<file path="src/sv/ipv6p_pkg.sv">
// ----------------------------------------------------------------------------
// IPv6 text parser package
// Character codes, the hex digit decoder and the snapshot type that carries
// one finished text from the character unit to the assembly stage.
// ----------------------------------------------------------------------------
package ipv6p_pkg;

	localparam int GROUP_SLOTS = 8;
	localparam int GROUP_IDX_W = $clog2(GROUP_SLOTS);
	localparam int GROUP_CNT_W = GROUP_IDX_W + 1;
	localparam int GROUP_W     = 16;

	localparam logic [7:0] CHAR_COLON = 8'h3a;
	localparam logic [7:0] CHAR_SLASH = 8'h2f;
	localparam logic [7:0] CHAR_0     = 8'h30;
	localparam logic [7:0] CHAR_9     = 8'h39;
	localparam logic [7:0] CHAR_LA    = 8'h61;
	localparam logic [7:0] CHAR_LF    = 8'h66;
	localparam logic [7:0] CHAR_UA    = 8'h41;
	localparam logic [7:0] CHAR_UF    = 8'h46;

	localparam logic [7:0] PREFIX_MAX = 8'd128;

	// Bit 4 flags a valid hex digit, bits 3:0 hold its value.
	function automatic logic [4:0] hex_digit(input logic [7:0] c);
		logic [7:0] d;
		d = 8'h00;
		if (c >= CHAR_0 && c <= CHAR_9) begin
			d = c - CHAR_0;
			return {1'b1, d[3:0]};
		end else if (c >= CHAR_LA && c <= CHAR_LF) begin
			d = c - CHAR_LA + 8'd10;
			return {1'b1, d[3:0]};
		end else if (c >= CHAR_UA && c <= CHAR_UF) begin
			d = c - CHAR_UA + 8'd10;
			return {1'b1, d[3:0]};
		end
		return 5'b0_0000;
	endfunction

	// Everything the assembly stage needs from one complete text.
	typedef struct packed {
		logic [GROUP_SLOTS-1:0][GROUP_W-1:0] head;
		logic [GROUP_SLOTS-1:0][GROUP_W-1:0] tail;
		logic [GROUP_CNT_W-1:0]              head_cnt;
		logic [GROUP_CNT_W-1:0]              tail_cnt;
		logic [7:0]                          prefix;
		logic                                mode;
	} snap_t;

endpackage

</file>
<file path="src/sv/ipv6_text_prefix_parser.sv">
// ----------------------------------------------------------------------------
// IPv6 text address parser with optional prefix length
// Top level: configuration register, character unit and assembly stage.
// ----------------------------------------------------------------------------
// Usage:
// The text channel takes one ASCII character per beat on text_char, with
// last_char set on the final character of an address. The result channel
// gives one beat per text: addr_high and addr_low hold the 128-bit address,
// group 0 in the top bits of addr_high, and prefix_length holds the parsed
// length. With prefix_mode set, "/length" is parsed and host bits beyond the
// length are cleared; prefix_mode is written through cfg_wr_en/cfg_wr_data,
// and the user must do so only while the block is idle: the block does not
// enforce it. Throughput is one character per cycle, with no gap between
// texts, unless a stalled receiver holds a finished text back.
// A result is registered in the character unit, then in the assembly stage.
// Reset clears the mode, the text state and all valid flags.
// When the receiver stalls, the result is held in the output register and
// one more finished text waits in the snapshot register; characters that do
// not end a text keep flowing until a second text ends behind them.
// ----------------------------------------------------------------------------
module ipv6_text_prefix_parser (
	input  logic        clk,
	input  logic        arst_n,
	input  logic        cfg_wr_en,
	input  logic        cfg_wr_data,
	input  logic        text_valid,
	output logic        text_ready,
	input  logic [7:0]  text_char,
	input  logic        last_char,
	output logic        result_valid,
	input  logic        result_ready,
	output logic [63:0] addr_high,
	output logic [63:0] addr_low,
	output logic [7:0]  prefix_length
);
	import ipv6p_pkg::*;

	logic  prefix_mode_q;
	logic  snap_valid;
	logic  snap_ready;
	snap_t snap;

	// Mode register.
	always_ff @(posedge clk or negedge arst_n) begin
		if (!arst_n) begin
			prefix_mode_q <= 1'b0;
		end else if (cfg_wr_en) begin
			prefix_mode_q <= cfg_wr_data;
		end
	end

	ipv6p_char_unit u_char_unit (
		.clk         (clk),
		.arst_n      (arst_n),
		.prefix_mode (prefix_mode_q),
		.text_valid  (text_valid),
		.text_ready  (text_ready),
		.text_char   (text_char),
		.last_char   (last_char),
		.snap_valid  (snap_valid),
		.snap_ready  (snap_ready),
		.snap        (snap)
	);

	ipv6p_assemble u_assemble (
		.clk           (clk),
		.arst_n        (arst_n),
		.snap_valid    (snap_valid),
		.snap_ready    (snap_ready),
		.snap          (snap),
		.result_valid  (result_valid),
		.result_ready  (result_ready),
		.addr_high     (addr_high),
		.addr_low      (addr_low),
		.prefix_length (prefix_length)
	);

endmodule

</file>
<file path="src/sv/ipv6p_char_unit.sv">
// ----------------------------------------------------------------------------
// IPv6 text parser character unit
// Registers each character beat, updates the group, colon and prefix state
// from that register and on the last character snapshots the text.
// ----------------------------------------------------------------------------
module ipv6p_char_unit (
	input  logic            clk,
	input  logic            arst_n,
	input  logic            prefix_mode,
	input  logic            text_valid,
	output logic            text_ready,
	input  logic [7:0]      text_char,
	input  logic            last_char,
	output logic            snap_valid,
	input  logic            snap_ready,
	output ipv6p_pkg::snap_t snap
);
	import ipv6p_pkg::*;

	// Input register.
	logic       valid_s1;
	logic [7:0] char_s1;
	logic       last_s1;

	// Text state.
	logic [GROUP_W-1:0]     head_q [GROUP_SLOTS];
	logic [GROUP_W-1:0]     tail_q [GROUP_SLOTS];
	logic [GROUP_CNT_W-1:0] head_cnt_q;
	logic [GROUP_CNT_W-1:0] tail_cnt_q;
	logic [GROUP_W-1:0]     group_q;
	logic [1:0]             gflags_q;
	logic [1:0]             cflags_q;
	logic                   in_prefix_q;
	logic [7:0]             prefix_q;

	// Snapshot register.
	snap_t snap_s2;
	logic  snap_valid_s2;

	logic s2_free;
	logic s1_take;

	// Next-state values.
	logic [GROUP_W-1:0]     gv_n;
	logic [1:0]             gf_n;
	logic [1:0]             cf_n;
	logic                   inp_n;
	logic [7:0]             pv_n;
	logic [GROUP_CNT_W-1:0] hc_n;
	logic [GROUP_CNT_W-1:0] tc_n;
	logic                   do_close;
	logic [GROUP_W-1:0]     cap_v;
	logic [1:0]             cap_f;
	logic                   wr_head;
	logic                   wr_tail;
	logic [GROUP_IDX_W-1:0] wr_idx;
	logic [GROUP_W-1:0]     wr_val;
	logic [4:0]             hd;
	logic [10:0]            pfx_sum;
	snap_t                  snap_n;

	assign s2_free    = !snap_valid_s2 || snap_ready;
	assign s1_take    = valid_s1 && (!last_s1 || s2_free);
	assign text_ready = !valid_s1 || s1_take;
	assign snap_valid = snap_valid_s2;
	assign snap       = snap_s2;

	// Input register load.
	always_ff @(posedge clk or negedge arst_n) begin
		if (!arst_n) begin
			valid_s1 <= 1'b0;
		end else if (text_valid && text_ready) begin
			valid_s1 <= 1'b1;
		end else if (s1_take) begin
			valid_s1 <= 1'b0;
		end
	end

	always_ff @(posedge clk) begin
		if (text_valid && text_ready) begin
			char_s1 <= text_char;
			last_s1 <= last_char;
		end
	end

	// Character step: digits, colons, slash and prefix digits.
	always_comb begin
		gv_n     = group_q;
		gf_n     = gflags_q;
		cf_n     = cflags_q;
		inp_n    = in_prefix_q;
		pv_n     = prefix_q;
		do_close = 1'b0;
		cap_v    = group_q;
		cap_f    = gflags_q;
		hd       = hex_digit(char_s1);
		pfx_sum  = {3'b000, prefix_q} * 11'd10 + {7'b0, hd[3:0]};

		if (in_prefix_q) begin
			if (!gflags_q[1]) begin
				if (char_s1 >= CHAR_0 && char_s1 <= CHAR_9) begin
					pv_n = (pfx_sum > {3'b000, PREFIX_MAX}) ? PREFIX_MAX : pfx_sum[7:0];
				end else begin
					gf_n = 2'b10;
				end
			end
		end else if (char_s1 == CHAR_COLON) begin
			do_close = 1'b1;
			gv_n     = '0;
			gf_n     = 2'b00;
			if (cflags_q[0] && !cflags_q[1]) begin
				cf_n[1] = 1'b1;
			end
			cf_n[0] = 1'b1;
		end else begin
			cf_n[0] = 1'b0;
			if (char_s1 == CHAR_SLASH && prefix_mode) begin
				do_close = 1'b1;
				gv_n     = '0;
				gf_n     = 2'b00;
				inp_n    = 1'b1;
			end else if (hd[4] && !gflags_q[1]) begin
				gv_n    = {group_q[GROUP_W-5:0], hd[3:0]};
				gf_n[0] = 1'b1;
			end else if (!hd[4]) begin
				gf_n[1] = 1'b1;
			end
		end

		// The last character closes the open group outside the prefix.
		if (last_s1 && !inp_n && !do_close) begin
			do_close = 1'b1;
			cap_v    = gv_n;
			cap_f    = gf_n;
		end
	end

	// Group store: at most one group is written per character.
	always_comb begin
		wr_head = 1'b0;
		wr_tail = 1'b0;
		wr_idx  = '0;
		wr_val  = cap_f[0] ? cap_v : '0;
		hc_n    = head_cnt_q;
		tc_n    = tail_cnt_q;
		if (do_close && cap_f != 2'b00 &&
				({1'b0, head_cnt_q} + {1'b0, tail_cnt_q}) < (GROUP_CNT_W+1)'(GROUP_SLOTS)) begin
			if (cflags_q[1]) begin
				wr_tail = 1'b1;
				wr_idx  = tail_cnt_q[GROUP_IDX_W-1:0];
				tc_n    = tail_cnt_q + 1'b1;
			end else begin
				wr_head = 1'b1;
				wr_idx  = head_cnt_q[GROUP_IDX_W-1:0];
				hc_n    = head_cnt_q + 1'b1;
			end
		end
	end

	// Snapshot of the finished text, including this cycle's store.
	always_comb begin
		for (int i = 0; i < GROUP_SLOTS; i++) begin
			snap_n.head[i] = (wr_head && wr_idx == GROUP_IDX_W'(i)) ? wr_val : head_q[i];
			snap_n.tail[i] = (wr_tail && wr_idx == GROUP_IDX_W'(i)) ? wr_val : tail_q[i];
		end
		snap_n.head_cnt = hc_n;
		snap_n.tail_cnt = tc_n;
		snap_n.prefix   = pv_n;
		snap_n.mode     = prefix_mode;
	end

	// Control state; a last character starts a fresh text.
	always_ff @(posedge clk or negedge arst_n) begin
		if (!arst_n) begin
			head_cnt_q  <= '0;
			tail_cnt_q  <= '0;
			group_q     <= '0;
			gflags_q    <= '0;
			cflags_q    <= '0;
			in_prefix_q <= 1'b0;
			prefix_q    <= '0;
		end else if (s1_take) begin
			if (last_s1) begin
				head_cnt_q  <= '0;
				tail_cnt_q  <= '0;
				group_q     <= '0;
				gflags_q    <= '0;
				cflags_q    <= '0;
				in_prefix_q <= 1'b0;
				prefix_q    <= '0;
			end else begin
				head_cnt_q  <= hc_n;
				tail_cnt_q  <= tc_n;
				group_q     <= gv_n;
				gflags_q    <= gf_n;
				cflags_q    <= cf_n;
				in_prefix_q <= inp_n;
				prefix_q    <= pv_n;
			end
		end
	end

	// Group storage; only entries below the counts are ever read.
	always_ff @(posedge clk) begin
		if (s1_take && wr_head) begin
			head_q[wr_idx] <= wr_val;
		end
		if (s1_take && wr_tail) begin
			tail_q[wr_idx] <= wr_val;
		end
	end

	// Snapshot register handshake.
	always_ff @(posedge clk or negedge arst_n) begin
		if (!arst_n) begin
			snap_valid_s2 <= 1'b0;
		end else if (s1_take && last_s1) begin
			snap_valid_s2 <= 1'b1;
		end else if (snap_ready) begin
			snap_valid_s2 <= 1'b0;
		end
	end

	always_ff @(posedge clk) begin
		if (s1_take && last_s1) begin
			snap_s2 <= snap_n;
		end
	end

	// The two stores never hold more groups than there are slots.
	a_group_count: assert property (@(posedge clk) disable iff (!arst_n)
		({1'b0, head_cnt_q} + {1'b0, tail_cnt_q}) <= (GROUP_CNT_W+1)'(GROUP_SLOTS))
		else $error("group counts exceed the slot count");

	// Prefix digits only build up after a slash.
	a_prefix_idle: assert property (@(posedge clk) disable iff (!arst_n)
		!in_prefix_q |-> prefix_q == '0)
		else $error("prefix value set outside the prefix");

	// A last character leaves a clean state behind.
	a_text_clear: assert property (@(posedge clk) disable iff (!arst_n)
		s1_take && last_s1 |=> head_cnt_q == '0 && tail_cnt_q == '0 && !in_prefix_q)
		else $error("text state not cleared after the last character");

endmodule

</file>
<file path="src/sv/ipv6p_assemble.sv">
// ----------------------------------------------------------------------------
// IPv6 text parser assembly stage
// Places head groups, zero fill and tail groups into the 128-bit address,
// clears host bits in prefix mode and holds the result in the output register.
// ----------------------------------------------------------------------------
module ipv6p_assemble (
	input  logic             clk,
	input  logic             arst_n,
	input  logic             snap_valid,
	output logic             snap_ready,
	input  ipv6p_pkg::snap_t snap,
	output logic             result_valid,
	input  logic             result_ready,
	output logic [63:0]      addr_high,
	output logic [63:0]      addr_low,
	output logic [7:0]       prefix_length
);
	import ipv6p_pkg::*;

	logic                   result_valid_q;
	logic [63:0]            addr_high_q;
	logic [63:0]            addr_low_q;
	logic [7:0]             prefix_length_q;

	logic [GROUP_W-1:0]     grp [GROUP_SLOTS];
	logic [GROUP_CNT_W-1:0] tail_start;
	logic [GROUP_CNT_W-1:0] tail_off;
	logic [63:0]            hi;
	logic [63:0]            lo;
	logic [63:0]            mask_hi;
	logic [63:0]            mask_lo;
	logic [7:0]             plen;
	logic [7:0]             plen_lo;
	logic                   out_free;

	assign out_free      = !result_valid_q || result_ready;
	assign snap_ready    = out_free;
	assign result_valid  = result_valid_q;
	assign addr_high     = addr_high_q;
	assign addr_low      = addr_low_q;
	assign prefix_length = prefix_length_q;

	// Group placement: head from the top, tail against the bottom.
	always_comb begin
		tail_start = GROUP_CNT_W'(GROUP_SLOTS) - snap.tail_cnt;
		for (int i = 0; i < GROUP_SLOTS; i++) begin
			tail_off = GROUP_CNT_W'(i) - tail_start;
			if (GROUP_CNT_W'(i) < snap.head_cnt) begin
				grp[i] = snap.head[i];
			end else if (GROUP_CNT_W'(i) >= tail_start) begin
				grp[i] = snap.tail[tail_off[GROUP_IDX_W-1:0]];
			end else begin
				grp[i] = '0;
			end
		end
		hi = {grp[0], grp[1], grp[2], grp[3]};
		lo = {grp[4], grp[5], grp[6], grp[7]};
	end

	// Host-bit masks from the prefix length.
	always_comb begin
		plen    = snap.mode ? snap.prefix : 8'd0;
		plen_lo = plen - 8'd64;
		if (plen >= 8'd64) begin
			mask_hi = '1;
		end else begin
			mask_hi = ~({64{1'b1}} >> plen[5:0]);
		end
		if (plen <= 8'd64) begin
			mask_lo = '0;
		end else if (plen >= PREFIX_MAX) begin
			mask_lo = '1;
		end else begin
			mask_lo = ~({64{1'b1}} >> plen_lo[5:0]);
		end
		if (!snap.mode) begin
			mask_hi = '1;
			mask_lo = '1;
		end
	end

	// Output register.
	always_ff @(posedge clk or negedge arst_n) begin
		if (!arst_n) begin
			result_valid_q <= 1'b0;
		end else if (out_free) begin
			result_valid_q <= snap_valid;
		end
	end

	always_ff @(posedge clk) begin
		if (snap_valid && out_free) begin
			addr_high_q     <= hi & mask_hi;
			addr_low_q      <= lo & mask_lo;
			prefix_length_q <= plen;
		end
	end

	// A delivered prefix length never exceeds the address width.
	a_prefix_range: assert property (@(posedge clk) disable iff (!arst_n)
		result_valid_q |-> prefix_length_q <= PREFIX_MAX)
		else $error("prefix length out of range");

endmodule

</file>
<file path="config.mk">
export PLATFORM = sky130hd
export DESIGN_NAME = ipv6_text_prefix_parser
export DESIGN_NICKNAME = d
export VERILOG_FILES = /design/src/sv/ipv6p_pkg.sv /design/src/sv/ipv6_text_prefix_parser.sv /design/src/sv/ipv6p_char_unit.sv /design/src/sv/ipv6p_assemble.sv
export SDC_FILE = /design/constraint.sdc
export NUM_CORES = 1
export LEC_CHECK = 0
export BUFFER_PORTS_ARGS = -buffer_cell sky130_fd_sc_hd__buf_4
export CAP_MARGIN = 40
export CELL_PAD_IN_SITES_DETAIL_PLACEMENT = 1
export CELL_PAD_IN_SITES_GLOBAL_PLACEMENT = 2
export CORE_MARGIN = 2
export CORE_UTILIZATION = 25
export DETAILED_ROUTE_END_ITERATION = 10
export PLACE_DENSITY = 0.54
export SETUP_SLACK_MARGIN = 0.4
export SLEW_MARGIN = 25
export SYNTH_ARGS = -nofsm -noshare
export SYNTH_HDL_FRONTEND = slang
export SYNTH_HIERARCHICAL = 1
export SYNTH_SLANG_ARGS = --single-unit
</file>
<file path="constraint.sdc">
create_clock -name clk -period 20.3 [get_ports clk]
set_input_delay 0 -clock clk [delete_from_list [all_inputs] [get_ports clk]]
set_output_delay 0 -clock clk [all_outputs]
set_load 0.005 [all_outputs]
</file>
==> summary.md <==
| Metric | Value |
|---|---|
| Status | finished, final reports clean |
| Area grow syn2layout | 19.14% |
| Post-synth EDFFs | 674 |
| Final setup margin | 15680 ps |
| Global-route wire length before repair | 197100 microns |
| Max_cap viols | 0 |
| Final hold violations | 0 |
| Tot Pwr | 3.726 mW |
| Post-synthesis net count | 2598 |
| Power per cell area | 91.43 nW/um^2 |
| Sequential share of the synthesized area | 62.17% |
| Worst Hold Slack | 42.65 ps |
| Most common cell after layout, fill and taps aside | edfxtp_1 |
| Largest net degree at the start of global routing | 172 |
| CP max stage cell | o21ai_0 |
| Number of distinct library cells after synthesis | 92 |
| # IOs | 153 |
| Routed vias/inst | 5.197 |
| DRC | 0 |
| Critical Path, Cell by Cell | buf_4 -> inv_4 -> ha_4 -> buf_4 -> buf_12 -> buf_4 -> buf_12 -> mux2_2 -> o21ai_0 -> o21ai_0 -> nor4b_1 |
| TritonCTS clock tree | built |
| CORE AREA | 135600 sq um |
| Worst vdd ir | 59.01 uV |
| Post-Synthesis Cells | 2551 |
| Starting density of the core | 25.22% |
| Layout cell share with drive strength beyond 1 | 24.92% |
| Vias | 23870 |
| Cells after DPL | 4425 |
| Slew at the pin closest to its max-slew limit | 946.5 ps |
| Clock slew at reported path FFs | 70 ps |
| Root Buffer | clkbuf_16 |
| Final instance area | 40750 sq um |
| RSZ-0062 raised after global routing | no |
| Ys flop type | edfxtp_1 |
| Post-Route Setup TNS | 0 ps |
| # setup viols final | 0 |
| Total GRT Usage | 20.00% |
| Post-synth ARST share | 5.734% |
| Slew HR | 36.23% |
| Die Ht | 373.9 microns |
| Largest fanout on the critical path | 45 |
| Post-synthesis register bit count | 715 |
| Fin Clk Skew | 63.66 ps |
| Final net count | 2798 |
| Synth warn | 6 |
| Initial DRC count | 2658 |
| Antenna-violating nets left | 0 |
| Postcts setup bufs | 0 |
| Detailed Route WL | 142300 microns |
| Total gr overflow | 0 |
| DR WL/cell | 30.98 microns |
| CTS resizes | 0 |
| Final Slew Violations | 0 |
| TritonCTS Buffers | 83 |
| Chip width | 373.9 microns |
| Tmin final | 4621 ps |
| Top cell by count, worst path | buf_4 |
| RD Place Congestion | 0.8718 |
| Initial antenna violation count | 10 |
| Commonest non-fill, non-tap cells in the layout | edfxtp_1 (674), nand2_1 (355), o21ai_0 (249) |
| Core Util, Final | 30.04% |
| Syn_area_per_cell | 13.41 sq um |
| Tcrit/Tclk final | 22.76% |
| Crit path DAT | 5060 ps |
| Drt pass-1 iters | 5 |
| Die area | 139800 sq um |
| Htree depth | 3 |
| Placed cell area | 37810 sq um |
| Peak Freq | 0.2164 GHz |
| Pre-CTS setup slack | 15610 ps |
| Startpoint types | register |
| Hpwl dp | 103500 microns |
| Hold path cells | 2 |
| Num Clock Sinks | 715 |
| Vias in the first global route | 23690 |
| Pleak | 14.80 nW |
| CP required | 20740 ps |
| Skew-Pair Late Insertion Delay | 700 ps |
| Worst hold path class | input port to register |
| Number of port buffers | 152 |
| Row count | 135 |
| Mapped Area | 34200 sq um |
| Layout Cells excl Fill | 4593 |
| WS Path Type | register to register |
| Crit-path max cell delay | 570 ps |
| Register-to-Register Path Depth | 11 |
| CTS Buffer Depth | 3 |
| CP Capture Type | register |
layer usage:
layer / vias up / global-route usage [%] / routed length, microns
met3: 187 / 2.528 / 8321
met4: 0 / 7.731 / 5528
met5: - / 0 / 0
met2: 909 / 31.01 / 64370
met1: 12610 / 28.36 / 64090
li1: 10160 / - / -
worst max-delay path, delay by kind of cell, from the launching register on:
kind | cells | cell delay (ps)
fa+ha+maj | 1 | 390
simple gates | 1 | 180
flops | 1 | 330
mux | 1 | 380
compound gates | 2 | 750
buf+inv | 6 | 2280
logic make-up (layout without fill, tap and decap cells):
group	count (synthesis)	in the layout	share of synthesized area, %
flip-flops	715	715	62.17
AND/OR/NAND/NOR	621	621	8.307
AO/OA/AOI/OAI	590	590	10.68
multiplexers	359	359	14.20
buffers and inverters	214	472	2.835
adder cells (fa/ha/maj)	32	32	1.214
XOR/XNOR	20	20	0.5963
other	0	3	0
where the power goes:
part | switching, mW | leakage (nW) | internal (mW)
logic | 0.317 | 6.34 | 0.173
registers | 0.0472 | 7.18 | 1.68
clock network | 0.642 | 1.28 | 0.866
total | 1.01 | 14.8 | 2.72
area by class of cell:
cell class	count	area (sq um)
well taps	1781	2228
inverters	54	205.2
diodes	3	7.507
multi-input cells	1622	12020
clock buffers	99	2167
repair buffers	275	2355
flip-flops and latches	715	21270
clock inverters	44	496.7
fillers	14480	94890
final timing paths:
path | start | slack (ps) | to
setup / recovery | u_char_unit/snap[9]$_DFFE_PP_ | 15680 | u_assemble/addr_low[15]$_DFFE_PP_
hold / removal | text_char[5] | 40 | u_char_unit/char_s1[5]$_DFFE_PP_
setup reg to reg | u_char_unit/snap[9]$_DFFE_PP_ | 15680 | u_assemble/addr_low[15]$_DFFE_PP_
hold reg to reg | prefix_mode_q$_DFFE_PN0P_ | 500 | u_char_unit/snap[0]$_DFFE_PP_
max in group asynchronous | arst_n | 19700 | u_char_unit/group_q[6]$_DFFE_PN0P_
min in group asynchronous | arst_n | 380 | u_char_unit/head_cnt_q[3]$_DFFE_PN0P_
sequential cells by signal, summed over array words and instances, names as in the netlist, 2 cells and up:
| signal | count |
|---|---|
| u_char_unit/gflags_q | 2 |
| u_char_unit/snap | 273 |
| u_char_unit/group_q | 16 |
| u_char_unit/head_cnt_q | 4 |
| u_char_unit/cflags_q | 2 |
| u_assemble/addr_low | 64 |
| u_assemble/addr_high | 64 |
| u_char_unit/prefix_q | 8 |
| u_char_unit/tail_q | 128 |
| u_assemble/prefix_length | 8 |
| u_char_unit/head_q | 128 |
| u_char_unit/char_s1 | 8 |
| u_char_unit/tail_cnt_q | 4 |
cell usage after synthesis, types with 6 or more instances:
library cell	count	area (sq um)
buf_2	37	185.2
o31ai_1	12	90.09
nand2b_1	12	75.07
a211oi_1	18	135.1
and2_1	14	87.58
mux2i_1	82	820.8
inv_1	50	187.7
o211ai_1	7	52.55
o2111ai_1	6	52.55
nor2_1	88	330.3
and3_1	13	81.33
buf_6	9	101.4
o21a_1	20	150.1
mux2_2	186	2095
nor2b_1	8	50.05
xor2_1	8	70.07
nand2_1	355	1333
mux4_2	81	1824
a22oi_1	73	548.0
nand3_1	40	200.2
or2_2	7	43.79
or3_1	11	68.82
xnor2_1	9	78.83
a2bb2oi_1	6	52.55
a21oi_1	96	480.5
ha_1	30	375.4
o21ai_1	11	55.05
nand4_1	6	37.54
o22ai_1	9	56.30
mux2_1	9	101.4
a31oi_1	13	81.33
edfxtp_1	674	20240
nor2_4	6	67.56
o21ai_0	249	1246
nor3_1	26	130.1
buf_4	14	105.1
clkbuf_1	96	360.4
a22o_1	17	148.9
a21o_1	6	45.04
dfrtp_1	41	1026
repair_timing:
item,in CTS,in global routing
hold buffers,17,0
endpoints found under the setup margin,0,0
hold endpoints to repair,63,0
Power figures use the tool's default switching activity.
